`config.mk`:
```
export PLATFORM = sky130hd
export DESIGN_NAME = sha256_byte_stream_hasher
export DESIGN_NICKNAME = d
export VERILOG_FILES = /design/src/sha256_pkg.sv /design/src/sha256_byte_stream_hasher.sv /design/src/sha256_core.sv
export SDC_FILE = /design/constraint.sdc
export NUM_CORES = 2
export LEC_CHECK = 0
export BUFFER_PORTS_ARGS = -buffer_cell sky130_fd_sc_hd__buf_2
export CORE_MARGIN = 5
export CORE_UTILIZATION = 40
export CTS_BUF_LIST = sky130_fd_sc_hd__clkbuf_16
export DETAILED_ROUTE_END_ITERATION = 10
export HOLD_SLACK_MARGIN = 0.05
export PLACE_DENSITY = 0.65
export SETUP_SLACK_MARGIN = 0.02
export SKIP_CTS_REPAIR_TIMING = 1
export SYNTH_ARGS = -nofsm -noshare
export SYNTH_HDL_FRONTEND = slang
export SYNTH_HIERARCHICAL = 1
export SYNTH_SLANG_ARGS = --single-unit
```
`constraint.sdc`:
```
create_clock -name clk -period 7.7 [get_ports clk]
set_clock_uncertainty 0.05 [all_clocks]
set_input_delay 0 -clock clk [delete_from_list [all_inputs] [get_ports clk]]
set_output_delay 0 -clock clk [all_outputs]
set_load 0.01 [all_outputs]
```
`src/sha256_pkg.sv`:
```
// Shared types, constants and round functions for the SHA-256 byte stream hasher.
package sha256_pkg;

    localparam int BLOCK_BYTES = 64;
    localparam int ROUNDS      = 64;
    localparam int HASH_WORDS  = 8;
    localparam int PAD_LIMIT   = 56;

    typedef struct packed {
        logic [7:0] message_byte;
        logic       byte_present;
        logic       end_of_message;
    } in_word_t;

    typedef struct packed {
        logic [31:0] digest_word;
        logic [2:0]  word_index;
        logic        last_word;
    } out_word_t;

    typedef logic [31:0] hash_t [HASH_WORDS];

    typedef struct packed {
        logic start;
        logic init_hash;
    } core_ctrl_t;

    typedef struct packed {
        logic busy;
        logic done;
    } core_stat_t;

    localparam logic [31:0] INIT_HASH [HASH_WORDS] = '{
        32'h6a09e667, 32'hbb67ae85, 32'h3c6ef372, 32'ha54ff53a,
        32'h510e527f, 32'h9b05688c, 32'h1f83d9ab, 32'h5be0cd19};

    localparam logic [31:0] ROUND_K [ROUNDS] = '{
        32'h428a2f98, 32'h71374491, 32'hb5c0fbcf, 32'he9b5dba5,
        32'h3956c25b, 32'h59f111f1, 32'h923f82a4, 32'hab1c5ed5,
        32'hd807aa98, 32'h12835b01, 32'h243185be, 32'h550c7dc3,
        32'h72be5d74, 32'h80deb1fe, 32'h9bdc06a7, 32'hc19bf174,
        32'he49b69c1, 32'hefbe4786, 32'h0fc19dc6, 32'h240ca1cc,
        32'h2de92c6f, 32'h4a7484aa, 32'h5cb0a9dc, 32'h76f988da,
        32'h983e5152, 32'ha831c66d, 32'hb00327c8, 32'hbf597fc7,
        32'hc6e00bf3, 32'hd5a79147, 32'h06ca6351, 32'h14292967,
        32'h27b70a85, 32'h2e1b2138, 32'h4d2c6dfc, 32'h53380d13,
        32'h650a7354, 32'h766a0abb, 32'h81c2c92e, 32'h92722c85,
        32'ha2bfe8a1, 32'ha81a664b, 32'hc24b8b70, 32'hc76c51a3,
        32'hd192e819, 32'hd6990624, 32'hf40e3585, 32'h106aa070,
        32'h19a4c116, 32'h1e376c08, 32'h2748774c, 32'h34b0bcb5,
        32'h391c0cb3, 32'h4ed8aa4a, 32'h5b9cca4f, 32'h682e6ff3,
        32'h748f82ee, 32'h78a5636f, 32'h84c87814, 32'h8cc70208,
        32'h90befffa, 32'ha4506ceb, 32'hbef9a3f7, 32'hc67178f2};

    function automatic logic [31:0] rotr(input logic [31:0] x, input int n);
        rotr = (x >> n) | (x << (32 - n));
    endfunction

endpackage

```
`src/sha256_byte_stream_hasher.sv`:
```
// SHA-256 byte stream hasher top level: byte buffer, padding sequencer, digest output.
//
// Input channel in_valid/in_ready carries one word: an optional message byte and an
// end-of-message mark. Output channel out_valid/out_ready carries the eight digest
// words in order, index 0 first, last_word set on index 7.
// A byte that does not fill the block is taken without waiting on the round unit.
// A byte that fills the block starts the shared round unit: a start step, 64 rounds,
// one fold and a step to see it done, with in_ready low throughout.
// End of message adds one padded block (two when 56 or more bytes are buffered),
// each run like a full block after a padding step, then eight output words at one
// per cycle while out_ready is high.
// When the receiver stalls, the current word holds and no new input is taken
// until all eight words are delivered. The hash then reloads its initial value.
// Reset clears the byte count and bit count and sets the hash to its initial value;
// the block buffer needs no clearing since padding writes every entry that is read.
module sha256_byte_stream_hasher
    import sha256_pkg::*;
(
    input  logic      clk,
    input  logic      rst_n,
    input  logic      in_valid,
    output logic      in_ready,
    input  in_word_t  in_data,
    output logic      out_valid,
    input  logic      out_ready,
    output out_word_t out_data
);

    typedef enum logic [2:0] {ST_IDLE, ST_ABSORB, ST_PAD, ST_LEN, ST_OUT} state_t;

    state_t       state_reg;
    logic [31:0]  buf_reg [BLOCK_BYTES / 4];
    logic [5:0]   count_reg;
    logic [63:0]  bits_reg;
    logic         fin_reg;
    logic [2:0]   idx_reg;
    logic         wait_reg;
    core_ctrl_t   ctrl;
    core_stat_t   stat;
    hash_t        hash;
    logic [511:0] block;

    always_comb
    begin
        for (int i = 0; i < BLOCK_BYTES / 4; i++)
        begin
            block[511 - 32 * i -: 32] = buf_reg[i];
        end
    end

    sha256_core u_core (
        .clk   (clk),
        .rst_n (rst_n),
        .ctrl  (ctrl),
        .block (block),
        .stat  (stat),
        .hash  (hash)
    );

    assign in_ready = (state_reg == ST_IDLE) && !fin_reg;
    assign out_valid = (state_reg == ST_OUT);
    assign out_data.digest_word = hash[idx_reg];
    assign out_data.word_index  = idx_reg;
    assign out_data.last_word   = (idx_reg == 3'd7);

    always_comb
    begin
        ctrl = '0;
        if (state_reg == ST_OUT && out_ready && idx_reg == 3'd7)
        begin
            ctrl.init_hash = 1'b1;
        end
        if (!wait_reg && (state_reg == ST_ABSORB || state_reg == ST_PAD
            || state_reg == ST_LEN))
        begin
            ctrl.start = 1'b1;
        end
    end

    always_ff @(posedge clk)
    begin
        if (in_valid && in_ready && in_data.byte_present)
        begin
            buf_reg[count_reg[5:2]][{~count_reg[1:0], 3'b000} +: 8] <= in_data.message_byte;
        end
        if (state_reg == ST_IDLE && fin_reg)
        begin
            for (int w = 0; w < BLOCK_BYTES / 4; w++)
            begin
                for (int l = 0; l < 4; l++)
                begin
                    if (6'(4 * w + l) == count_reg)
                    begin
                        buf_reg[4'(w)][24 - 8 * l +: 8] <= 8'h80;
                    end
                    else if (6'(4 * w + l) > count_reg)
                    begin
                        buf_reg[4'(w)][24 - 8 * l +: 8] <= 8'h00;
                    end
                end
            end
            if (count_reg < 6'(PAD_LIMIT))
            begin
                buf_reg[PAD_LIMIT / 4]     <= bits_reg[63:32];
                buf_reg[PAD_LIMIT / 4 + 1] <= bits_reg[31:0];
            end
        end
        if (state_reg == ST_PAD && wait_reg && stat.done)
        begin
            // length-only block after overflow pad
            for (int w = 0; w < PAD_LIMIT / 4; w++)
            begin
                buf_reg[4'(w)] <= '0;
            end
            buf_reg[PAD_LIMIT / 4]     <= bits_reg[63:32];
            buf_reg[PAD_LIMIT / 4 + 1] <= bits_reg[31:0];
        end
    end

    always_ff @(posedge clk or negedge rst_n)
    begin
        if (!rst_n)
        begin
            state_reg <= ST_IDLE;
            count_reg <= '0;
            bits_reg  <= '0;
            fin_reg   <= 1'b0;
            idx_reg   <= '0;
            wait_reg  <= 1'b0;
        end
        else
        begin
            unique case (state_reg)
                ST_IDLE:
                begin
                    if (fin_reg)
                    begin
                        // buffer now padded
                        wait_reg <= 1'b0;
                        if (count_reg < 6'(PAD_LIMIT))
                        begin
                            state_reg <= ST_LEN;
                            fin_reg   <= 1'b1;
                        end
                        else
                        begin
                            state_reg <= ST_PAD;
                            fin_reg   <= 1'b0;
                        end
                    end
                    else if (in_valid)
                    begin
                        if (in_data.byte_present)
                        begin
                            count_reg <= count_reg + 6'd1;
                            bits_reg  <= bits_reg + 64'd8;
                        end
                        if (in_data.byte_present && count_reg == 6'(BLOCK_BYTES - 1))
                        begin
                            state_reg <= ST_ABSORB;
                            wait_reg  <= 1'b0;
                            fin_reg   <= in_data.end_of_message;
                        end
                        else
                        begin
                            fin_reg <= in_data.end_of_message;
                        end
                    end
                end
                ST_ABSORB:
                begin
                    wait_reg <= 1'b1;
                    if (wait_reg && stat.done)
                    begin
                        state_reg <= ST_IDLE;
                    end
                end
                ST_PAD:
                begin
                    wait_reg <= 1'b1;
                    if (wait_reg && stat.done)
                    begin
                        state_reg <= ST_LEN;
                        wait_reg  <= 1'b0;
                    end
                end
                ST_LEN:
                begin
                    wait_reg <= 1'b1;
                    fin_reg  <= 1'b1;
                    if (wait_reg && stat.done)
                    begin
                        state_reg <= ST_OUT;
                        idx_reg   <= '0;
                        fin_reg   <= 1'b0;
                    end
                end
                ST_OUT:
                begin
                    if (out_ready)
                    begin
                        idx_reg <= idx_reg + 3'd1;
                        if (idx_reg == 3'd7)
                        begin
                            state_reg <= ST_IDLE;
                            count_reg <= '0;
                            bits_reg  <= '0;
                        end
                    end
                end
                default:
                begin
                    state_reg <= ST_IDLE;
                end
            endcase
        end
    end

endmodule

```
`src/sha256_core.sv`:
```
// Iterative compression: one round per cycle with a rolling 16-word schedule.
module sha256_core
    import sha256_pkg::*;
(
    input  logic         clk,
    input  logic         rst_n,
    input  core_ctrl_t   ctrl,
    input  logic [511:0] block,
    output core_stat_t   stat,
    output hash_t        hash
);

    hash_t       hash_reg;
    logic [31:0] v_reg [HASH_WORDS];
    logic [31:0] w_reg [16];
    logic [5:0]  round_reg;
    logic        busy_reg;
    logic        done_reg;

    logic [31:0] big0, big1, ch, maj, t1, t2, s0, s1, w_new;

    always_comb
    begin
        big1  = rotr(v_reg[4], 6) ^ rotr(v_reg[4], 11) ^ rotr(v_reg[4], 25);
        ch    = (v_reg[4] & v_reg[5]) ^ (~v_reg[4] & v_reg[6]);
        t1    = v_reg[7] + big1 + ch + ROUND_K[round_reg] + w_reg[0];
        big0  = rotr(v_reg[0], 2) ^ rotr(v_reg[0], 13) ^ rotr(v_reg[0], 22);
        maj   = (v_reg[0] & v_reg[1]) ^ (v_reg[0] & v_reg[2]) ^ (v_reg[1] & v_reg[2]);
        t2    = big0 + maj;
        s0    = rotr(w_reg[1], 7) ^ rotr(w_reg[1], 18) ^ (w_reg[1] >> 3);
        s1    = rotr(w_reg[14], 17) ^ rotr(w_reg[14], 19) ^ (w_reg[14] >> 10);
        w_new = s1 + w_reg[9] + s0 + w_reg[0];
    end

    always_ff @(posedge clk or negedge rst_n)
    begin
        if (!rst_n)
        begin
            hash_reg  <= INIT_HASH;
            busy_reg  <= 1'b0;
            done_reg  <= 1'b0;
            round_reg <= '0;
            for (int i = 0; i < HASH_WORDS; i++)
            begin
                v_reg[i] <= '0;
            end
            for (int i = 0; i < 16; i++)
            begin
                w_reg[i] <= '0;
            end
        end
        else
        begin
            done_reg <= 1'b0;
            if (ctrl.init_hash)
            begin
                hash_reg <= INIT_HASH;
            end
            if (ctrl.start)
            begin
                busy_reg  <= 1'b1;
                round_reg <= '0;
                for (int i = 0; i < HASH_WORDS; i++)
                begin
                    v_reg[i] <= hash_reg[i];
                end
                for (int i = 0; i < 16; i++)
                begin
                    w_reg[i] <= block[511 - 32 * i -: 32];
                end
            end
            else if (busy_reg)
            begin
                for (int i = 0; i < 15; i++)
                begin
                    w_reg[i] <= w_reg[i + 1];
                end
                w_reg[15] <= w_new;
                v_reg[7]  <= v_reg[6];
                v_reg[6]  <= v_reg[5];
                v_reg[5]  <= v_reg[4];
                v_reg[4]  <= v_reg[3] + t1;
                v_reg[3]  <= v_reg[2];
                v_reg[2]  <= v_reg[1];
                v_reg[1]  <= v_reg[0];
                v_reg[0]  <= t1 + t2;
                if (round_reg == 6'(ROUNDS - 1))
                begin
                    busy_reg <= 1'b0;
                end
                else
                begin
                    round_reg <= round_reg + 6'd1;
                end
            end
            else if (!done_reg && round_reg == 6'(ROUNDS - 1))
            begin
                // fold working vars once after last round
                for (int i = 0; i < HASH_WORDS; i++)
                begin
                    hash_reg[i] <= hash_reg[i] + v_reg[i];
                end
                done_reg  <= 1'b1;
                round_reg <= '0;
            end
        end
    end

    assign stat.busy = busy_reg || (round_reg == 6'(ROUNDS - 1));
    assign stat.done = done_reg;
    assign hash      = hash_reg;

endmodule

```
# == Yosys cells after proc, flatten, opt, wreduce, memory -nomap -nowiden ==
# Memory sizes are Yosys's and may differ from the RTL's.
# Index checks and enable logic that the tools add are counted.
# classes
n_addsub,23
magnitude_cmp,67
eq_ne,81
shift,2
n_mux,651
bitwise,166
n_reduce_logical,32
# op_table
cell,n
$mux 256,6
$mux 8,136
$mux 512,2
$add 32x32->32,18
$mux 1,469
$mux 64,5
$xor 32x32->32,9
$mux 32,7
$eq 6x6->1 const A,32
$gt 6x6->1 const A,32
$and 32x32->32,5
$or 1x1->1,136
$pmux 64 s2,1
$bmux 32 s3,1
$eq 5x6->1 const A,16
$gt 5x6->1 const A,16
$add 64x4->64 const B,1
$mux 6,9
$eq 4x6->1 const A,8
$gt 4x6->1 const A,8
$not 32->32,1
$or 10x32->32,1
$or 13x32->32,1
$or 14x32->32,1
other kinds (54),101
# word_totals
reg_bits,1110
ram_bits,512
romBits,2048
input_bits,14
out_inout_bits,38
elab_cells,1065
memories,2
# memory_table
name,words,word_bits,read_ports,rd_clocked_by_memory_dff,wr,line,rtl
(no name shown),64,32,1,0,0,sha256_core.sv:26,t1 = v_reg[7] + big1 + ch + ROUND_K[round_reg] + w_reg[0];
buf_reg,16,32,16,0,16,sha256_byte_stream_hasher.sv:32,logic [31:0] buf_reg [BLOCK_BYTES / 4];

# == Depth between registers and ports, before layout ==
# logic_depth
word_depth,10
mapped_depth,36
mapped_depth_nobuf,35

# == Modules after synthesis ==
# The synthesis kept the hierarchy.
# modules_own_cells
mod,instances,cells_per_inst,area_per_inst_um2,seq_area_each_um2
sha256_core,1,8018,72683.5,25994.9
sha256_byte_stream_hasher,1,2984,27164.8,13277.7

# == Worst setup path after synthesis ==
# OpenSTA, ideal clock, no wires.
# synth_path
path_type,reg2reg
from,register u_core.round_reg[2]
to,register u_core/v_reg[253] in the netlist's numbering
setup_time_ns,0.129
t_arrival_ns,7.599
t_required_ns,7.521
setup_slack_ns,-0.078
stages_incl_launch_ff,35
path_buffers,2
path_cell_list,dfrtp_1 -> inv_1 -> clkbuf_1 -> clkbuf_1 -> ha_1 -> inv_1 -> nor2_1 -> a2111oi_0 -> nor2_1 -> o21ai_0 -> fa_1 -> inv_1 -> ha_1 -> inv_1 -> fa_1 -> and2b_1 -> o21ai_1 -> a211o_1 -> a2111o_1 -> nand3b_1 -> xor2_1 -> inv_1 -> fa_1 -> inv_1 -> ha_1 -> a21o_1 -> a21o_1 -> a2111oi_0 -> o21bai_1 -> o31a_1 -> a31o_1 -> a21o_1 -> a31oi_1 -> xor2_1 -> o21ai_1
# synth_between
elab_chain_len,9
# synth_rtl
item,line,rtl
from (decl),sha256_core.sv:16,logic [5:0] round_reg;
from (signal assigned),sha256_core.sv:93,round_reg <= round_reg + 6'd1;
$not 6->7 (implied by the code),sha256_core.sv:26,
$mem_v2 64x32,--,
$mux 32 (implied by the code) (2 in a row),sha256_core.sv:26,
$add 32x32->32 (2 in a row),sha256_core.sv:26,
$add 32x32->32,sha256_core.sv:86,v_reg[0] <= t1 + t2;
$mux 256,sha256_core.sv:72,else if (busy_reg)
$mux 256,sha256_core.sv:59,if (ctrl.start)
"to (signal, indexed assignment)",sha256_core.sv:65,v_reg[i] <= hash_reg[i];
to (decl),sha256_core.sv:14,logic [31:0] v_reg [HASH_WORDS];
# No other way between the ends. The select of a mux whose other input is x is not followed.
# A chain may end at the register's enable or synchronous reset.

# == Worst setup path in the final report ==
# layout_path
from,register u_core/v_reg[122] in the netlist's numbering
to,register u_core/v_reg[255] in the netlist's numbering
# layout_between
elab_chain_len,10
# layout_rtl
item,line,rtl
$or 21x32->32 or $or 26x32->32 (tied branches),sha256_pkg.sv:56,rotr = (x >> n) | (x << (32 - n));
$xor 32x32->32 (2 in a row),sha256_core.sv:24,"big1 = rotr(v_reg[4], 6) ^ rotr(v_reg[4], 11) ^ rotr(v_reg[4], 25);"
$add 32x32->32,sha256_core.sv:26,
$add 32x32->32 (*) (3 in a row),sha256_core.sv:26,
$add 32x32->32 (*),sha256_core.sv:86,
$mux 256 (*),sha256_core.sv:72,
$mux 256 (*),sha256_core.sv:59,
# Every way passes the cells marked *; elsewhere a longest branch is shown, timed or not. The select of a mux whose other input is x is not followed.

==> flow_summary.rst <==
.. list-table::
   :header-rows: 1

   * - Metric
     - Value
   * - Run status
     - completed
   * - Overall via count from detail_route
     - roughly 85000
   * - Number of nets produced by synthesis
     - approximately 12000
   * - Initial standard-cell utilization of the core
     - 0.4019
   * - Relative slew slack
     - 0.07897
   * - Total Nets Final
     - between 10000 and 15000
   * - Height of the die
     - a little over 500 µm
   * - Count of pins over their slew limit
     - 0
   * - Max Fanout on Critical Path
     - 3
   * - Htree depth
     - 4
   * - Startpoint of the lowest-slack register-to-register path
     - u_core/v_reg[122]
   * - Drt drc
     - 0
   * - # rows
     - ~180
   * - Critical Path Source Type
     - flip-flop
   * - Setup TNS
     - 0 ns
   * - Hold Path Sink
     - buf_reg[15][16]
   * - Std-Cell Core Area
     - roughly 0.25 mm²
   * - WL per Instance
     - 25.72 µm
   * - Hold path startpoint
     - in_data[2]
   * - Biggest cell delay along the critical path
     - 0.58 ns
   * - Setup repair after global routing missed its margin
     - true
   * - Terminus of the critical flop-to-flop path
     - u_core/v_reg[255]
   * - Final setup violating endpoints
     - 0
   * - Cts bufs inserted
     - between 150 and 200
   * - TritonCTS Sinks
     - 1619
   * - Grt total ovfl
     - 0
   * - Slowest CP cell
     - fa_1
   * - Maximum number of pins on one net before global-route repair
     - about 260
   * - Area of all sequential standard cells
     - between 0.03 and 0.04 mm²
   * - Number of violations reported at the end of detailed-routing iteration 0
     - 8851
   * - Transition time of the tightest slew-check pin
     - 1.367 ns
   * - Period utilisation layout
     - 0.9887
   * - Clock insertion delay at the later pin of the skew report
     - just under 0.9 ns
   * - Final instance count without filler cells
     - about 14000
   * - Clock tree from TritonCTS
     - yes
   * - Vias in the first global route
     - about 83000
   * - Worst min path class
     - in -> reg
   * - Standard cell area after detailed placement
     - roughly 0.11 mm²
   * - Filler cell count in the final layout
     - between 20000 and 25000
   * - Number of ports placed on the die boundary
     - between 50 and 60
   * - Maximum root-to-sink buffer count
     - 3
   * - Detailed-placement wirelength estimate
     - around 270000 µm
   * - Count of warnings emitted by yosys
     - 6
   * - Setup Crit Path Kind
     - reg -> reg
   * - Wirelength, routed
     - 372800 µm
   * - Worst reg-to-reg setup slack
     - 0.09 ns
   * - Antenna violation net count after detailed routing
     - 0
   * - GRT Resource Usage Total
     - 0.2778
   * - Worst hold slack
     - approximately 0.18 ns
   * - Global-route wire length before repair
     - ~550000 µm
   * - Number of cells traversed by the worst register-to-register path
     - 34
   * - Quantity of I/O buffers inserted on ports
     - between 50 and 60
   * - Clock transition at the registers of the reported paths
     - roughly 0.07 ns
   * - Hold path depth
     - 4
   * - Final Hold Violating Endpoints
     - 0
   * - Routability Congestion
     - between 1 and 1.5
   * - Synthesis-to-finish area growth
     - 12.08%
   * - First drt pass iteration count
     - 8
   * - Cell area after synthesis
     - roughly 0.1 mm²
   * - Shortest clock period the worst path allows after layout
     - 7.613 ns
   * - Placed Instances
     - around 14000
   * - Antenna violations before repair
     - 16
   * - Signal arrival time at the worst endpoint
     - 8.27 ns
   * - Die width
     - ~500 µm
   * - Required time of the critical path
     - 8.35 ns
   * - Share of cells above drive strength 1
     - 0.1122
   * - Area of all placed cells without fillers
     - roughly 0.11 mm²
   * - CTS Root Buffer Type
     - clkbuf_16
   * - Avg Vias per Cell
     - around 6
   * - Cells after synthesis
     - 11000
   * - Mean area per synthesized cell
     - around 9.1 µm²
   * - CP endpoint kind
     - flip-flop
   * - Count of maximum capacitance violations
     - 0
   * - Upper clock frequency limit
     - between 100 and 150 MHz
   * - Area of the multi-input gates
     - between 0.05 and 0.06 mm²
   * - Die ar.
     - about 0.26 mm²
## per-stage QoR
step                  util  setup WS [ns]
floorplan                -        0.03984
finish              0.4504        0.08728
global placement    0.4239        -0.6010
CTS                 0.4478        -0.6299
detailed placement  0.4239        -0.5477
global route        0.4504        -0.1945
## metal layers
| metal | vias to the layer above | share of wire | track usage |
|---|---|---|---|
| li1 | 38580 | - | - |
| met5 | - | 0.00013 | 0 |
| met1 | 42130 | 0.40 | 0.3493 |
| met2 | 3440 | 0.47 | 0.4571 |
| met3 | 861 | 0.068 | 0.04696 |
| met4 | 8 | 0.064 | 0.1496 |
## critical path: cells and delay by family (launching register included)
kind	cells	cell delay [ns]
AND/OR/NAND/NOR	6	0.89
AO/OA/AOI/OAI	12	2.03
XOR/XNOR	4	0.68
flip-flops	1	0.39
adder cells (fa/ha/maj)	7	2.81
buffers and inverters	5	0.58
## cell usage in the layout, fill, tap and decap left out, types with 397 or more instances in the layout
cell type	n
nand2_1	1481
inv_1	505
dfrtp_1	964
nor2_1	454
a21oi_1	810
o21ai_0	1256
ha_1	400
dfxtp_1	397
buf_4	476
nand3_1	478
mux2i_1	840
## layout make-up
| type | instances | area share |
|---|---|---|
| multi-input cells | 8177 | 0.5037 |
| flip-flops and latches | 1619 | 0.3511 |
| clock buffers | 183 | 0.04092 |
| repair buffers | 563 | 0.03922 |
| well taps | 3330 | 0.03723 |
| inverters | 458 | 0.01547 |
| clock inverters | 158 | 0.01227 |
| diodes | 5 | 0.0001118 |
## worst max path at each step
| stage | start | endpoint | slack [ns] |
|---|---|---|---|
| 3_3_place_gp | u_core/round_reg[0] | u_core/v_reg[252] | -0.60 |
| 3_5_place_dp | u_core/round_reg[0] | u_core/v_reg[255] | -0.55 |
| 2_1_floorplan | u_core/round_reg[2] | u_core/v_reg[253] | 0.04 |
| 6_report | u_core/v_reg[122] | u_core/v_reg[255] | 0.09 |
| 5_1_grt | u_core/v_reg[122] | u_core/v_reg[255] | -0.19 |
| 4_1_cts | u_core/round_reg[0] | u_core/v_reg[252] | -0.63 |
Power is left out: the tool's default activity adds up to more than one toggle a clock period on the data nets, which glitch-free logic cannot reach.
